<file path="src/rtl/core/assert_macros.svh">
// Assertion macros for the RTL files; the top level includes them.
`ifndef ASSERT_MACROS_SVH
`define ASSERT_MACROS_SVH

// Implication or plain property, checked on the rising clock edge outside reset.
`define ASSERT_CLK(label, clk, rst, prop, msg) \
  label: assert property (@(posedge clk) disable iff (rst) prop) else $error(msg);

// Condition that must never hold.
`define ASSERT_NEVER(label, clk, rst, cond, msg) \
  label: assert property (@(posedge clk) disable iff (rst) !(cond)) else $error(msg);

`endif

</file>
<file path="src/rtl/core/hrpd_pkg.sv">
// Types, register codes and exponential factor tables of the hop rate pipeline.
package hrpd_pkg;

  localparam int INT_BITS = 5;

  typedef enum logic [2:0] {
    REG_BOX_X, REG_BOX_Y, REG_BOX_Z, REG_WRAP_X,
    REG_DECAY, REG_FIELD, REG_INV_KBT, REG_ATTEMPT_RATE
  } cfg_reg_t;

  // e^(-2^-j), j = 1..16, Q0.32
  localparam logic [31:0] FRAC_FACTOR [16] = '{
    32'd2605029347, 32'd3344923893, 32'd3790295335, 32'd4034748382,
    32'd4162825044, 32'd4228380000, 32'd4261543595, 32'd4278222805,
    32'd4286586875, 32'd4290775039, 32'd4292870656, 32'd4293918848,
    32'd4294443040, 32'd4294705160, 32'd4294836226, 32'd4294901760
  };

  // e^(-2^k), k = 0..4, Q0.32
  localparam logic [31:0] INT_FACTOR [INT_BITS] = '{
    32'd1580030169, 32'd581260615, 32'd78665070, 32'd1440801, 32'd483
  };

  typedef struct packed {
    logic signed [16:0] dx;
    logic signed [16:0] dy;
    logic signed [16:0] dz;
    logic signed [16:0] de;
    logic signed [1:0]  q;
  } fold_t;

  typedef struct packed {
    logic [33:0]        sum;
    logic signed [33:0] e20;
  } root_in_t;

  typedef struct packed {
    logic [16:0]        root;
    logic signed [33:0] e20;
  } root_out_t;

  typedef struct packed {
    logic [31:0] acc;
    logic [20:0] xb;
    logic        under;
    logic        up;
    logic [15:0] span;
  } exp_t;

endpackage

</file>
<file path="src/rtl/core/hrpd_fold.sv">
// Pipelined periodic fold of the three displacement components.
module hrpd_fold import hrpd_pkg::*; (
  input  logic        clk,
  input  logic        rst,
  input  logic        adv,
  input  logic        in_valid,
  input  fold_t       in_item,
  input  logic [15:0] box_x,
  input  logic [15:0] box_y,
  input  logic [15:0] box_z,
  input  logic        wrap_x,
  output logic        out_valid,
  output fold_t       out_item
);

  localparam int Steps = 16;

  typedef struct packed {
    logic [15:0]        rem;
    logic [15:0]        mag;
    logic               neg;
    logic               byp;
    logic signed [16:0] d;
  } lane_t;

  function automatic lane_t div_step(lane_t s, logic [15:0] b);
    logic [16:0] t;
    lane_t r;
    r = s;
    t = {s.rem, s.mag[15]};
    r.mag = {s.mag[14:0], 1'b0};
    if (t >= {1'b0, b}) begin
      r.rem = 16'(t - {1'b0, b});
    end else begin
      r.rem = t[15:0];
    end
    return r;
  endfunction

  lane_t              st   [3][Steps];
  lane_t              init [3];
  fold_t              side [Steps];
  logic               vld  [Steps];
  logic [15:0]        box  [3];
  logic signed [16:0] din  [3];
  logic signed [16:0] res  [3];
  fold_t              o_next;

  assign box[0] = box_x;
  assign box[1] = box_y;
  assign box[2] = box_z;
  assign din[0] = in_item.dx;
  assign din[1] = in_item.dy;
  assign din[2] = in_item.dz;

  always_comb begin
    for (int l = 0; l < 3; l++) begin
      init[l].rem = '0;
      init[l].neg = din[l][16];
      init[l].mag = din[l][16] ? 16'(-din[l]) : din[l][15:0];
      init[l].byp = (box[l] == 16'd0) || ((l == 0) && !wrap_x);
      init[l].d   = din[l];
    end
  end

  always_comb begin
    logic [15:0] r;
    for (int l = 0; l < 3; l++) begin
      lane_t s;
      s = st[l][Steps-1];
      r = (s.neg && s.rem != 16'd0) ? 16'(box[l] - s.rem) : s.rem;
      if (s.byp) begin
        res[l] = s.d;
      end else if ({r, 1'b0} >= {1'b0, box[l]}) begin
        res[l] = $signed({1'b0, r}) - $signed({1'b0, box[l]});
      end else begin
        res[l] = $signed({1'b0, r});
      end
    end
  end

  always_comb begin
    o_next    = side[Steps-1];
    o_next.dx = res[0];
    o_next.dy = res[1];
    o_next.dz = res[2];
  end

  always_ff @(posedge clk) begin
    if (rst) begin
      for (int k = 0; k < Steps; k++) vld[k] <= 1'b0;
      out_valid <= 1'b0;
    end else if (adv) begin
      vld[0] <= in_valid;
      for (int k = 1; k < Steps; k++) vld[k] <= vld[k-1];
      out_valid <= vld[Steps-1];
    end
  end

  always_ff @(posedge clk) begin
    if (adv) begin
      for (int l = 0; l < 3; l++) begin
        st[l][0] <= div_step(init[l], box[l]);
        for (int k = 1; k < Steps; k++) st[l][k] <= div_step(st[l][k-1], box[l]);
      end
      side[0] <= in_item;
      for (int k = 1; k < Steps; k++) side[k] <= side[k-1];
      out_item <= o_next;
    end
  end

endmodule

</file>
<file path="config.mk">
export PLATFORM = sky130hd
export DESIGN_NAME = hrpd_fold
export DESIGN_NICKNAME = d
export VERILOG_FILES = /design/src/rtl/core/assert_macros.svh /design/src/rtl/core/hrpd_pkg.sv /design/src/rtl/core/hrpd_fold.sv
export SDC_FILE = /design/constraint.sdc
export NUM_CORES = 2
export LEC_CHECK = 0
export BUFFER_PORTS_ARGS = -buffer_cell sky130_fd_sc_hd__buf_2
export CAP_MARGIN = 20
export CORE_MARGIN = 5
export CORE_UTILIZATION = 45
export DETAILED_ROUTE_END_ITERATION = 7
export MAX_ROUTING_LAYER = met4
export PLACE_DENSITY_LB_ADDON = 0.05
export SLEW_MARGIN = 40
export SYNTH_ARGS = -nofsm -noshare
export SYNTH_HDL_FRONTEND = slang
export SYNTH_SLANG_ARGS = --single-unit
</file>
<file path="constraint.sdc">
create_clock -name clk -period 5.8 [get_ports clk]
set_input_delay 0.58 -clock clk [delete_from_list [all_inputs] [get_ports clk]]
set_output_delay 0.58 -clock clk [all_outputs]
set_load 0.02 [all_outputs]
</file>
==> reports/results.ini <==
[floorplanning]
die_w_um = 525
die_y_um = 525
floorplan.rows = 189
core_area_um2 = 265000
pin_count = 194
start_util_pct = 45.1
dieArea_um2 = 276000

[global_route]
grt_pass1_wl_mm = 434
antenna_found_initial = 21
grt_pass1_vias = 74854
grt-busiest-layer = met2
track_usage_pct = 20.4
grtUsageMet1_pct = 28.8
grt-ovfl-total = 0
use_met3_pct = 2.22
grt_start_max_net_pins = 154
use_met2_pct = 31.6

[run]
cap_violations = 0

[drt]
post_drt_wl_per_cell_um = 20.6
vias_per_cell = 5.59
final_antenna_net_count = 0
vias = 76531
drt_iter0_drc = 5731
drc_errors = 0
routed_wl_mm = 281
first_pass_iters = 5

[timing]
maxSlewViolCount = 0
skew_ns = 0.0740
max_slew_margin_pct = 42.4
min_period_over_period_pct = 83.4
finalHoldViolations = 0
fmax_ghz = 0.207
setup-tns-final_ns = 0
post-route-min-period_ns = 4.83
finalSetupViolations = 0
tightest_slew_ns = 0.863
rsz0062_at_grt = false
fin_ws_ns = 0.965

[synth]
ys_seq_area_share_pct = 58.8
syn-instance-count = 9382
synth_nets = 10423
async_flop_share_pct = 0
postSynthAreaPerCell_um2 = 12.7
ys_ff_latch = 2338
synth_area_um2 = 119000
synth.distinct_cells = 81
yosys-top-cells-area = edfxtp_1 (59%), ha_1 (9.1%), a21oi_1 (2.7%)
synth_edf_count = 2337
ys.flop_type = edfxtp_1
ys_warn_count = 0
synth_largest_area_cell = edfxtp_1
synth_top_area_share_pct = 58.8

[placed_design]
finalWeightedCongestion = 0.871
port_buffers = 193
dpl_cell_area_um2 = 126000
place_ws_ns = 0.690
hpwl_mm = 198

[layout]
final_layout_size_suffix_gt1_share_pct = 10.6
stdcell_area_um2 = 135000
final_util_pct = 50.9
num-fill-cells = 22821
seq_area_um2 = 70200
multi_input_area_um2 = 46800
syn_to_final_growth_pct = 13.0
layout.nets = 10978

[power]
peakVddDrop_uv = 316
powerDensity_nw_per_um2 = 517
leakagePower_nw = 51.3

[clock_network]
clock_sinks = 2338
cts_max_path_buffers = 4
root_buffer = clkbuf_16
h-tree-depth = 5
clk_latency_ns = 0.92
cts.reportedPaths.clkPinSlew_ns = 0.06
cts_made_buffers = 268
cts_tree = done

[worst_setup_path]
crit_top_cell = ha_1
cp_cell_sequence = ha_1, fa_1, nand2b_1, a211oi_1, o211a_1, o311a_1, o21ai_0, a21boi_0, o31a_1, inv_1, ha_1, a21oi_1, nand3_1, o211ai_1, nand4bb_4, mux2i_1, mux2_2
crit_type = register to register
critPathCaptureType = register
cp.buffers_inverters = 1
startpoint_type = register
cpPeakStageDelay_ns = 0.46
required_ns = 6.42
cp_data_arrival_time_ns = 5.45
slowest_stage = nand4bb_4
r2r_slack_ns = 0.97
cpLargestDelayFamily = compound AO/OA/AOI/OAI gates
worstPathMaxFanout = 22

[min_path]
hold_class = input pin to register

[outcome]
outcome = finished clean

[cells in the mapped netlist (63+ instances only)]
cell type / n
a211oi_1: 144
a21o_1: 237
a21oi_1: 654
a31oi_1: 104
and3_1: 68
clkbuf_1: 97
edfxtp_1: 2337
ha_1: 867
inv_1: 508
mux2_2: 236
nand2_1: 514
nand2b_1: 84
nand3_1: 152
nand4_1: 193
nor2_1: 617
nor2b_1: 156
nor3_1: 284
o21a_1: 97
o21ai_0: 351
o21ai_1: 63
o31ai_1: 118
or3_1: 88
xnor2_1: 369
xor2_1: 189
[cells by family (layout without fill, tap and decap cells)]
kind of cell / count (synthesis) / in the layout / share of synthesized area [%]
AOI/OAI and AO/OA: 2267 / 2267 / 12.5
buffers and inverters: 616 / 1376 / 1.97
xor gates and xnor gates: 558 / 558 / 4.09
other: 0 / 8 / 0
muxes: 323 / 323 / 3.01
and+or+nand+nor: 2362 / 2362 / 9.69
DFF: 2338 / 2338 / 58.8
adders and majority gates: 918 / 918 / 9.94
[state kept, by name, indices dropped and copies added, names as in the netlist]
signal and cells:
st 1147, side 1104, out_item 70, vld 16
out_valid 1
[layout by cell type (no fill, tap or decap), types with 111 or more instances in the layout]
| master | netlist | layout |
|---|---|---|
| clkbuf_16 | 0 | 269 |
| a21o_1 | 237 | 237 |
| edfxtp_1 | 2337 | 2337 |
| o21ai_0 | 351 | 351 |
| nand3_1 | 152 | 152 |
| inv_1 | 508 | 486 |
| nand4_1 | 193 | 193 |
| nand2_1 | 514 | 514 |
| ha_1 | 867 | 867 |
| xor2_1 | 189 | 189 |
| nor3_1 | 284 | 283 |
| buf_4 | 0 | 111 |
| a211oi_1 | 144 | 144 |
| xnor2_1 | 369 | 369 |
| buf_2 | 3 | 192 |
| mux2_2 | 236 | 236 |
| nor2_1 | 617 | 617 |
| o31ai_1 | 118 | 118 |
| nor2b_1 | 156 | 155 |
| a21oi_1 | 654 | 653 |
[what timing repair did]
| action | in CTS | in global routing |
|---|---|---|
| hold buffers | 71 | 0 |
| endpoints found under the hold margin | 90 | 0 |
| gates resized for setup | 0 | 0 |
| setup buffers | 0 | 0 |
[per-stage QoR]
step	total power, mW	instances	hold WS [ns]
floorplan	46.1	9382	0.400
detailed placement	53.3	13128	0.405
CTS	70.4	13674	0.00173
finish	69.8	13683	0.0496
global placement	53.2	13127	0.400
global route	74.6	13682	0.0131
[where the power goes]
group          total (mW)  leakage, nW  switching (mW)  internal, mW
Combinational        28.0         24.3            16.0          12.0
Sequential           25.4         22.9            1.89          23.5
Clock                16.4         4.15            6.93          9.47
Total                69.8         51.3            24.8          45.0
[final timing paths]
kind,from,endpoint,cells after the start
worst min register to register,side[14][24],side[15][24],0
worst max register to register,st[0][34],out_item[53],17
worst min-delay path,adv,side[4][26],1
worst max-delay path,st[0][34],out_item[53],17
[area by class of cell]
class | instances | share of cell area, %
Sequential cell | 2338 | 52.1
Multi-Input combinational cell | 6428 | 34.7
Clock buffer | 312 | 5.11
Tap cell | 3533 | 3.28
Timing Repair Buffer | 392 | 2.14
Inverter | 509 | 1.43
Clock inverter | 163 | 1.21
Antenna cell | 8 | 0.0148
[worst reg2reg max path, stage by stage (launching register included)]
cell and delay, ns:
edfxtp_1 0.45, ha_1 0.25, fa_1 0.39, nand2b_1 0.20, a211oi_1 0.43, o211a_1 0.29, o311a_1 0.20, o21ai_0 0.11
a21boi_0 0.19, o31a_1 0.23, inv_1 0.10, ha_1 0.19, a21oi_1 0.18, nand3_1 0.09, o211ai_1 0.31, nand4bb_4 0.46
mux2i_1 0.26, mux2_2 0.27
[routing by layer]
layer,routed length (µm),up-vias,part of all wire (%)
met1,136000,37140,48
met4,7250,0,2.6
met5,0,-,0
li1,-,37377,-
met2,127000,1555,45
met3,10700,459,3.8
No activity file was read; power rests on OpenSTA's default activity.
