`src/rtl/core/assert_macros.svh`:
```
// Assertion macros for the RTL files; the top level includes them.
`ifndef ASSERT_MACROS_SVH
`define ASSERT_MACROS_SVH

// Implication or plain property, checked on the rising clock edge outside reset.
`define ASSERT_CLK(label, clk, rst, prop, msg) \
  label: assert property (@(posedge clk) disable iff (rst) prop) else $error(msg);

// Condition that must never hold.
`define ASSERT_NEVER(label, clk, rst, cond, msg) \
  label: assert property (@(posedge clk) disable iff (rst) !(cond)) else $error(msg);

`endif

```
`src/rtl/core/hrpd_pkg.sv`:
```
// Types, register codes and exponential factor tables of the hop rate pipeline.
package hrpd_pkg;

  localparam int INT_BITS = 5;

  typedef enum logic [2:0] {
    REG_BOX_X, REG_BOX_Y, REG_BOX_Z, REG_WRAP_X,
    REG_DECAY, REG_FIELD, REG_INV_KBT, REG_ATTEMPT_RATE
  } cfg_reg_t;

  // e^(-2^-j), j = 1..16, Q0.32
  localparam logic [31:0] FRAC_FACTOR [16] = '{
    32'd2605029347, 32'd3344923893, 32'd3790295335, 32'd4034748382,
    32'd4162825044, 32'd4228380000, 32'd4261543595, 32'd4278222805,
    32'd4286586875, 32'd4290775039, 32'd4292870656, 32'd4293918848,
    32'd4294443040, 32'd4294705160, 32'd4294836226, 32'd4294901760
  };

  // e^(-2^k), k = 0..4, Q0.32
  localparam logic [31:0] INT_FACTOR [INT_BITS] = '{
    32'd1580030169, 32'd581260615, 32'd78665070, 32'd1440801, 32'd483
  };

  typedef struct packed {
    logic signed [16:0] dx;
    logic signed [16:0] dy;
    logic signed [16:0] dz;
    logic signed [16:0] de;
    logic signed [1:0]  q;
  } fold_t;

  typedef struct packed {
    logic [33:0]        sum;
    logic signed [33:0] e20;
  } root_in_t;

  typedef struct packed {
    logic [16:0]        root;
    logic signed [33:0] e20;
  } root_out_t;

  typedef struct packed {
    logic [31:0] acc;
    logic [20:0] xb;
    logic        under;
    logic        up;
    logic [15:0] span;
  } exp_t;

endpackage

```
`src/rtl/core/hrpd_sqrt.sv`:
```
// Pipelined floor square root of the squared distance, two radicand bits a stage.
module hrpd_sqrt import hrpd_pkg::*; (
  input  logic      clk,
  input  logic      rst,
  input  logic      adv,
  input  logic      in_valid,
  input  root_in_t  in_item,
  output logic      out_valid,
  output root_out_t out_item
);

  localparam int Steps = 17;

  typedef struct packed {
    logic [18:0]        rem;
    logic [16:0]        root;
    logic [33:0]        v;
    logic signed [33:0] e20;
  } sq_t;

  function automatic sq_t sq_step(sq_t s);
    logic [20:0] t;
    logic [20:0] trial;
    sq_t r;
    r = s;
    t = {s.rem, s.v[33:32]};
    trial = {2'b00, s.root, 2'b01};
    r.v = {s.v[31:0], 2'b00};
    if (t >= trial) begin
      r.rem  = 19'(t - trial);
      r.root = {s.root[15:0], 1'b1};
    end else begin
      r.rem  = t[18:0];
      r.root = {s.root[15:0], 1'b0};
    end
    return r;
  endfunction

  sq_t  st  [Steps];
  sq_t  init;
  logic vld [Steps];

  always_comb begin
    init.rem  = '0;
    init.root = '0;
    init.v    = in_item.sum;
    init.e20  = in_item.e20;
  end

  always_ff @(posedge clk) begin
    if (rst) begin
      for (int k = 0; k < Steps; k++) vld[k] <= 1'b0;
    end else if (adv) begin
      vld[0] <= in_valid;
      for (int k = 1; k < Steps; k++) vld[k] <= vld[k-1];
    end
  end

  always_ff @(posedge clk) begin
    if (adv) begin
      st[0] <= sq_step(init);
      for (int k = 1; k < Steps; k++) st[k] <= sq_step(st[k-1]);
    end
  end

  assign out_valid     = vld[Steps-1];
  assign out_item.root = st[Steps-1].root;
  assign out_item.e20  = st[Steps-1].e20;

endmodule

```
`config.mk`:
```
export PLATFORM = sky130hd
export DESIGN_NAME = hrpd_sqrt
export DESIGN_NICKNAME = d
export VERILOG_FILES = /design/src/rtl/core/assert_macros.svh /design/src/rtl/core/hrpd_pkg.sv /design/src/rtl/core/hrpd_sqrt.sv
export SDC_FILE = /design/constraint.sdc
export NUM_CORES = 1
export LEC_CHECK = 0
export BUFFER_PORTS_ARGS = -buffer_cell sky130_fd_sc_hd__buf_2
export CORE_ASPECT_RATIO = 1.1
export CORE_MARGIN = 1.5
export CORE_UTILIZATION = 45
export CTS_CLUSTER_SIZE = 30
export DETAILED_ROUTE_END_ITERATION = 8
export PLACE_DENSITY_LB_ADDON = 0.12
export SLEW_MARGIN = 10
export SYNTH_ARGS = -nofsm -noshare
export SYNTH_HDL_FRONTEND = slang
export SYNTH_SLANG_ARGS = --single-unit
```
`constraint.sdc`:
```
create_clock -name clk -period 2.7 [get_ports clk]
set_input_delay 0.54 -clock clk [delete_from_list [all_inputs] [get_ports clk]]
set_output_delay 0.54 -clock clk [all_outputs]
set_load 0.05 [all_outputs]
```
==> results of run 1 <==
-- routing by layer --
layer	wire length, um	GRT usage [%]	vias to the layer above
met1	34900	17.6	12463
met2	43000	25.9	419
li1	-	-	12530
met4	3540	7.64	0
met3	2810	2.94	232
met5	0	0	-
-- registers in the layout (all words and copies together), names as in the netlist --
| name | count |
|---|---|
| st | 1285 |
| vld | 17 |
-- layout by cell type (no fill, tap or decap), drive strengths merged, types with 7 or more instances in the layout --
| cell type | count |
|---|---|
| edfxtp | 1302 |
| clkinv | 58 |
| a21oi | 119 |
| nor2b | 24 |
| bufinv | 12 |
| xnor2 | 103 |
| ha | 171 |
| nor2 | 120 |
| a31oi | 9 |
| or2 | 15 |
| o21bai | 13 |
| dlygate4sd3 | 67 |
| and2 | 30 |
| o21ai | 122 |
| a21o | 46 |
| nand2b | 36 |
| o21a | 51 |
| mux2i | 8 |
| clkbuf | 164 |
| or4 | 10 |
| or3 | 27 |
| nand2 | 160 |
| o211ai | 14 |
| nor4 | 33 |
| nand4 | 18 |
| and3 | 13 |
| a21boi | 9 |
| xor2 | 100 |
| nand3 | 37 |
| mux2 | 20 |
| buf | 304 |
| nor3 | 78 |
| o41ai | 7 |
| inv | 215 |
| o31ai | 18 |
| a211oi | 16 |
-- how the worst min path moves through the flow --
stage	slack (ps)	end	cells past startpoint
finish	80	st[0][66]	2
global route	40	st[0][66]	2
CTS	5	st[0][66]	2
detailed placement	400	st[0][1026]	0
global placement	400	st[0][369]	0
floorplan	400	st[0][1020]	0
-- repair_timing --
item,in CTS,in global routing
setup endpoints to repair,25,102
hold buffers,67,0
pin swaps,3,13
buffers inserted,2,5
endpoints found under the hold margin,67,0
gates resized for setup,19,65
-- kinds of logic after synthesis --
group / after synthesis / share of synthesized area (%)
other: 1 / 0.00737
buffers and inverters: 300 / 2.63
AO/OA/AOI/OAI: 475 / 5.97
AND/OR/NAND/NOR: 629 / 6.28
adder cells (fa/ha/maj): 171 / 4.20
flip-flops: 1302 / 76.8
XOR/XNOR: 203 / 3.49
multiplexers: 28 / 0.600
-- through the flow --
step / hold WS (ps) / utilization [%] / total power, mW / setup slack (ps) / instance area (um^2)
final: 78.8 / 53.5 / 48.4 / 49.3 / 60100
after global routing: 44.8 / 53.5 / 50.5 / -78.2 / 60100
after CTS: 5.03 / 53.2 / 49.0 / 1.09 / 59700
after detailed placement: 405 / 48.6 / 30.3 / -227 / 54600
after global placement: 400 / 48.6 / 30.2 / -275 / 54600
after floorplan: 400 / - / 28.3 / 5.55 / 50900
-- power by group through the flow --
stage / sequential, mW / clock, mW / combinational, mW
floorplan: 25.2 / 0 / 3.10
global placement: 25.5 / 0 / 4.66
detailed placement: 25.6 / 0 / 4.78
CTS: 25.2 / 19.0 / 4.92
global route: 25.3 / 19.7 / 5.54
finish: 25.1 / 18.3 / 4.98
-- area by class of cell --
cell class                 count  area, um^2
tap                         1506        1880
fill                        9070       52200
timing repair buffer         371        3030
clock buffer                 164        3570
multi-input combinational   1507       10900
inverter                     212         798
clock inverter                76         817
sequential                  1302       39100
-- worst max-delay path: cells and delay by family (launching register included) --
| kind | cells | cell delay (ps) |
|---|---|---|
| AOI/OAI and AO/OA | 1 | 180 |
| DFF | 1 | 460 |
| and+or+nand+nor | 5 | 1640 |
| xor gates and xnor gates | 1 | 100 |
==> flow_summary.json, run 1 <==
{
  "ys_types": 78,
  "cp_slowest_cell": "or4_1",
  "p_comb_share_pct": 10.3,
  "critical_path.max_fanout": 4,
  "power_density_nw_per_um2": 805,
  "antenna_found_initial": 0,
  "ant_nets": 0,
  "cts_sinks": 1302,
  "worstSkewPairLatency_ps": 760,
  "crit_start": "st[0][394]",
  "cap_violations": 0,
  "crit_path_end": "st[0][508]",
  "hp-start": "in_item[67]",
  "status": "finished clean",
  "grt_pass1_wl_um": 136000,
  "yosysMostFrequentCell": "edfxtp_1",
  "core_region_area_um2": 112000,
  "ys_warn_count": 0,
  "tightest_slew_ps": 767,
  "num_antenna_cells": 0,
  "synth_commonest_cells": "edfxtp_1, inv_1, ha_1",
  "route.detailed.drc": 0,
  "synth_seq_cells": 1302,
  "fin_crit_ps": 2650,
  "r2r-start": "st[0][394]",
  "fin_crit_sh_pct": 98.2,
  "io_buffers": 123,
  "routed_via_density": 4.99,
  "synth-async-reset-ratio_pct": 0,
  "grt_max_degree": 78,
  "syn_area_um2": 50900,
  "vdd_drop_max_mv": 0.593,
  "max_slew_margin_pct": 48.7,
  "routed_wirelength_um": 84300,
  "root_buffer": "clkbuf_16",
  "synth_nets": 3352,
  "cts.clk_slew.worst_paths_ps": 60,
  "maxSlewViolCount": 0,
  "drive_gt1_share_pct": 16.6,
  "cp-start-kind": "flip-flop",
  "die_h_um": 356,
  "power_frac_clock_pct": 37.8,
  "r2r_slack_ps": 50,
  "reg2reg_depth": 7,
  "max_freq_mhz": 377,
  "grt_usage_pct": 14.9,
  "dieArea_um2": 115000,
  "end_kind": "flip-flop",
  "rsz0062_at_grt": "yes",
  "synth_area_leaders": "edfxtp_1, ha_1, xnor2_1",
  "gp_congestion": 0.875,
  "die_w_um": 324,
  "reg2reg_to": "st[0][508]",
  "tns_ps": 0,
  "cts_htree_levels": 4,
  "io_pins": 124,
  "required_ps": 3180,
  "p_leak_nw": 22.4,
  "dp.cells": 4824,
  "worstPathArrival_ps": 3130,
  "hold_viol": 0,
  "yosysTopAreaCell": "edfxtp_1",
  "grt_pass1_vias": 26630,
  "row_count": 129,
  "p_seq_share_pct": 51.9,
  "vias": 25644,
  "yosysSeqAreaShare_pct": 76.8,
  "path_class": "reg -> reg",
  "synthCells": 3109,
  "cp_cell_sequence": "or4_1 > nor4b_2 > or3_4 > nor3b_1 > o21ai_1 > nor3_1 > xor2_1",
  "syn_area_per_cell_um2": 16.4,
  "area_growth_pct": 18.1,
  "overflow": 0,
  "final_cells": 5138,
  "cts_tree": "yes",
  "switching_power_mw": 11.2,
  "clockBufferDepth": 3,
  "first_iter_violations": 1396,
  "synth_top_area_share_pct": 76.8,
  "fin_worst_skew_ps": 23.7,
  "firstDrtPassIters": 5,
  "critPathMaxStageDelay_ps": 620,
  "dp_hpwl_um": 55900,
  "fin_nets": 3774,
  "synth-main-ff-cell": "edfxtp_1",
  "synth-edff-count": 1302,
  "wl_per_cell_um": 16.4,
  "setup_viol": 0,
  "swShare_pct": 23.2,
  "start_util_pct": 45.3,
  "numCtsBuffers": 137,
  "p_int_mw": 37.2,
  "hold_class": "in -> reg"
}
Power figures use the tool's default switching activity.
==> run 2: changes to the inputs <==
- CORE_MARGIN: 1.5 -> 2
==> run 2 against run 1 <==
Die area is 0.59% higher. Design area fell by 0.82%. Maximum frequency increased by 0.54%. Hold slack better by 8.4 ps. Critical path type unchanged.
==> flow_summary.json, run 2 (same netlist as run 1, synthesis figures left out) <==
{
  "core_region_area_um2": 112000,
  "drive_gt1_share_pct": 15.4,
  "die_w_um": 325,
  "cts_tree": "yes",
  "whs_path_depth": 2,
  "reg2reg_to": "st[0][1421]",
  "cpLargestDelayFamily": "compound AO/OA/AOI/OAI gates",
  "regMostFlops": "st",
  "hp-start": "in_item[66]",
  "rsz0062_at_grt": "yes",
  "fin_crit_sh_pct": 97.6,
  "row_count": 129,
  "dp_hpwl_um": 53300,
  "die_h_um": 357,
  "status": "finished clean",
  "cp-start-kind": "flip-flop",
  "grt_pass1_vias": 26523,
  "cp_slowest_cell": "edfxtp_1",
  "area_growth_pct": 17.1,
  "setup_viol": 0,
  "grt_pass1_wl_um": 134000,
  "top_regs": "st x1285, vld x17",
  "route.detailed.drc": 0,
  "io_pins": 124,
  "worstPathArrival_ps": 3110,
  "vias": 25548,
  "ant_nets": 0,
  "final_common_cell": "edfxtp_1",
  "routed_wirelength_um": 82500,
  "end_kind": "flip-flop",
  "dieArea_um2": 116000,
  "maxSlewViolCount": 0,
  "hold_viol": 0,
  "r2r-start": "st[0][1290]",
  "finalInstanceArea_um2": 59600,
  "holdPathEnd": "st[0][66]",
  "cts.clk_slew.worst_paths_ps": 60,
  "fin_crit_ps": 2640,
  "hold_class": "in -> reg",
  "largest_reg_flops": 1285,
  "tns_ps": 0,
  "io_buffers": 123,
  "firstDrtPassIters": 5,
  "cap_violations": 0,
  "numCtsBuffers": 136,
  "power_mw": 48.2,
  "dpl_cell_area_um2": 54200,
  "vdd_drop_max_mv": 0.519,
  "overflow": 0,
  "routed_via_density": 5.01,
  "num_antenna_cells": 0,
  "p_leak_nw": 22.1,
  "path_class": "reg -> reg",
  "required_ps": 3170,
  "start_util_pct": 45.3,
  "wl_per_cell_um": 16.2,
  "critPathBufInv": 3,
  "gp_congestion": 0.863,
  "cp_cell_sequence": "inv_2 > ha_4 > nor2b_1 > o31ai_1 > buf_4 > a21oi_2 > nor3_2 > buf_4 > o21ai_1 > xor2_1 > mux2_1",
  "first_iter_violations": 1886,
  "tightest_slew_ps": 850,
  "antenna_found_initial": 0,
  "fin_worst_skew_ps": 16.5,
  "cts_htree_levels": 4,
  "root_buffer": "clkbuf_16",
  "max_freq_mhz": 379,
  "cts_sinks": 1302,
  "grt_max_degree": 139,
  "reg2reg_depth": 11,
  "power_density_nw_per_um2": 809,
  "clockBufferDepth": 3,
  "cp_common_cell": "buf_4",
  "worstSkewPairLatency_ps": 740,
  "max_slew_margin_pct": 43.2,
  "final_cell_mix": "edfxtp_1, inv_1, ha_1",
  "r2r_slack_ps": 60,
  "fin_nets": 3734,
  "critPathMaxStageDelay_ps": 410,
  "final_core_util_pct": 53.1,
  "grt_usage_pct": 14.3,
  "critical_path.max_fanout": 4
}
==> run 2: cell types whose count changed in the layout (fill, tap and decap cells not counted), moves of 3 or more <==
cell and change:
buf_4 -32, buf_12 -10, clkinv_2 -7, clkbuf_1 +4, a211oi_1 +3, a211oi_2 -3
clkbuf_16 +3, nor3_1 +3, nor3b_2 +3, nor4_1 -3
==> run 2: repair_timing <==
action / in CTS / in global routing
gates cloned: 0 / 1
gates resized for setup: 7 / 66
endpoints found under the setup margin: 7 / 102
hold buffers: 67 / 0
endpoints found under the hold margin: 67 / 0
pin swaps: 2 / 10
setup buffers: 0 / 5
==> run 2: final cells by class <==
class / instances / area (um^2)
fill: 9112 / 52700
sequential: 1302 / 39100
multi-input combinational: 1507 / 10900
clock buffer: 171 / 3660
timing repair buffer: 332 / 2610
tap: 1506 / 1880
inverter: 212 / 796
clock inverter: 69 / 698
==> run 2: worst max path at each step <==
stage	startpoint	endpoint	slack [ps]	cells after the start
6_report	st[0][1290]	st[0][1421]	60	11
5_1_grt	st[0][1086]	st[0][1221]	-60	9
4_1_cts	st[0][986]	st[0][1114]	0.7	9
3_5_place_dp	st[0][1290]	st[0][1423]	-170	11
3_3_place_gp	st[0][1290]	st[0][1423]	-170	11
2_1_floorplan	st[0][1211]	st[0][1323]	6	11
==> run 2: metal layers <==
| metal | up-vias | global-route usage, % | wire length [um] |
|---|---|---|---|
| met5 | - | 0 | 0 |
| met4 | 0 | 7.06 | 2950 |
| met3 | 193 | 3.09 | 3220 |
| met2 | 469 | 24.7 | 41400 |
| met1 | 12436 | 17.2 | 35000 |
| li1 | 12450 | - | - |
==> run 2: power breakdown <==
group	internal [mW]	switching, mW	total (mW)	leakage, nW
Combinational	2.16	2.79	4.95	7.40
Clock	10.8	7.40	18.2	2.12
Sequential	24.3	0.802	25.1	12.6
Total	37.3	11.0	48.2	22.1
==> run 2: through the flow <==
stage | hold slack [ps] | cells | worst slack (ps)
global route | 47.5 | 5099 | -61.6
floorplan | 400 | 3109 | 5.55
CTS | 7.80 | 5093 | 0.667
finish | 87.2 | 5099 | 63.6
global placement | 400 | 4786 | -171
detailed placement | 405 | 4786 | -170
==> run 3: changes to the inputs <==
--- a/config.mk
+++ b/config.mk
@@ -9,3 +9,2 @@
 export CORE_ASPECT_RATIO = 1.1
-export CORE_MARGIN = 2
 export CORE_UTILIZATION = 45
@@ -14,3 +13,3 @@
 export PLACE_DENSITY_LB_ADDON = 0.12
-export SLEW_MARGIN = 10
+export SLEW_MARGIN = 20
 export SYNTH_ARGS = -nofsm -noshare
--- a/constraint.sdc
+++ b/constraint.sdc
@@ -3,2 +3,2 @@
 set_output_delay 0.54 -clock clk [all_outputs]
-set_load 0.05 [all_outputs]
+set_load 0.1 [all_outputs]
==> run 3 against run 2 <==
Clock skew is 2.0 ps higher. Non-clock buffer count up 13. Power increased by 0.71%. Global-route usage increased by 0.080 points. First-iteration DRC count down 26%. Clock power barely moved. Die area decreased by 1.2%. Sequential power barely moved.
==> flow_summary.json, run 3 (same netlist as run 1, synthesis figures left out) <==
{
  "reg2reg_to": "st[0][1117]",
  "cp_cell_sequence": "ha_1 > nand2_1 > o21bai_1 > a31oi_1 > a311oi_2 > or2_1 > or4_1 > xnor2_1",
  "max_freq_mhz": 377,
  "critPathBufInv": 0,
  "max_slew_margin_pct": 47.4,
  "ant_nets": 0,
  "routed_via_density": 4.99,
  "root_buffer": "clkbuf_16",
  "p_comb_share_pct": 10.4,
  "firstDrtPassIters": 5,
  "vdd_drop_max_mv": 0.607,
  "routed_wirelength_um": 82300,
  "swShare_pct": 23.2,
  "dp.cells": 4798,
  "cp_slowest_cell": "or4_1",
  "place_ws_ps": -141,
  "cts_htree_levels": 4,
  "maxSlewViolCount": 0,
  "cts_sinks": 1302,
  "cts_tree": "yes",
  "worstSkewPairLatency_ps": 750,
  "grt_usage_pct": 14.4,
  "dieArea_um2": 114000,
  "power_mw": 48.6,
  "overflow": 0,
  "grt_max_degree": 116,
  "hold_ws_ps": 76.0,
  "vias": 25564,
  "critical_path.max_fanout": 4,
  "io_pins": 124,
  "regMostFlops": "st",
  "r2r-start": "st[0][1003]",
  "first_iter_violations": 1402,
  "core_region_area_um2": 112000,
  "final_cells": 5125,
  "cts.clk_slew.worst_paths_ps": 60,
  "p_int_mw": 37.3,
  "area_growth_pct": 17.5,
  "fin_crit_sh_pct": 98.2,
  "gp_congestion": 0.840,
  "io_buffers": 123,
  "p_seq_share_pct": 51.7,
  "tightest_slew_ps": 786,
  "setup_viol": 0,
  "hp-start": "in_item[67]",
  "holdPathEnd": "st[0][66]",
  "power_density_nw_per_um2": 813,
  "status": "finished clean",
  "fin_crit_ps": 2650,
  "top_regs": "st x1285, vld x17",
  "grt_pass1_wl_um": 131000,
  "final_core_util_pct": 53.2,
  "crit_start": "st[0][1003]",
  "cap_violations": 0,
  "row_count": 129,
  "path_class": "reg -> reg",
  "final_common_cell": "edfxtp_1",
  "end_kind": "flip-flop",
  "r2r_slack_ps": 50,
  "worstPathArrival_ps": 3150,
  "reg2reg_depth": 8,
  "critPathMaxStageDelay_ps": 430,
  "fin_worst_skew_ps": 18.5,
  "p_leak_nw": 22.2,
  "grt_pass1_vias": 26188,
  "antenna_found_initial": 0,
  "largest_reg_flops": 1285,
  "required_ps": 3200,
  "finalInstanceArea_um2": 59800,
  "hold_class": "in -> reg",
  "rsz0062_at_grt": "yes",
  "switching_power_mw": 11.3,
  "timing.final.ws_setup_ps": 48.9,
  "wl_per_cell_um": 16.1,
  "tns_ps": 0,
  "route.detailed.drc": 0,
  "die_w_um": 323,
  "dpl_cell_area_um2": 54300,
  "power_frac_clock_pct": 37.9,
  "numCtsBuffers": 138,
  "final_cell_mix": "edfxtp_1, inv_1, ha_1",
  "clockBufferDepth": 3,
  "whs_path_depth": 2,
  "cpLargestDelayFamily": "simple AND/OR/NAND/NOR gates",
  "die_h_um": 355,
  "drive_gt1_share_pct": 15.9,
  "cp-start-kind": "flip-flop",
  "fin_nets": 3749,
  "hold_viol": 0,
  "start_util_pct": 45.3,
  "dp_hpwl_um": 54100
}
## run 3: what timing repair did
action | CTS | global route
endpoints found under the hold margin | 66 | 0
endpoints found under the setup margin | 16 | 103
hold buffers | 66 | 0
buffers inserted | 0 | 8
gates resized for setup | 13 | 61
pin swaps | 2 | 10
## run 3: worst reg2reg max path, stage by stage (launching register included)
cell      delay [ps]
edfxtp_1         410
ha_1             370
nand2_1          110
o21bai_1         180
a31oi_1          310
a311oi_2         170
or2_1            300
or4_1            430
xnor2_1          130
## run 3: worst max path at each step
stage	end	slack (ps)	cells past startpoint
floorplan	st[0][1323]	6	11
global placement	st[0][1319]	-150	8
detailed placement	st[0][1213]	-140	8
CTS	st[0][710]	0.08	9
global route	st[0][1221]	-70	9
finish	st[0][1117]	50	8
## run 3: final cells by class
| type | count | area, um^2 |
|---|---|---|
| antenna | 1 | 2.50 |
| clock buffer | 174 | 3650 |
| clock inverter | 78 | 807 |
| fill | 9057 | 52500 |
| inverter | 212 | 796 |
| multi-input combinational | 1507 | 10800 |
| sequential | 1302 | 39100 |
| tap | 1506 | 1880 |
| timing repair buffer | 345 | 2730 |
## run 3: routing by layer
metal	vias up	GRT usage [%]	part of all wire [%]
met4	0	7.95	4.2
li1	12482	-	-
met3	224	2.86	3.5
met1	12395	16.4	41
met5	-	0	0
met2	463	25.3	51
## run 3: power by group through the flow
stage          clock (mW)  sequential [mW]  combinational (mW)
5_1_grt              19.9             25.3                5.58
3_3_place_gp            0             25.5                4.75
4_1_cts              19.1             25.1                5.00
3_5_place_dp            0             25.5                4.87
6_report             18.4             25.1                5.05
2_1_floorplan           0             25.2                3.25
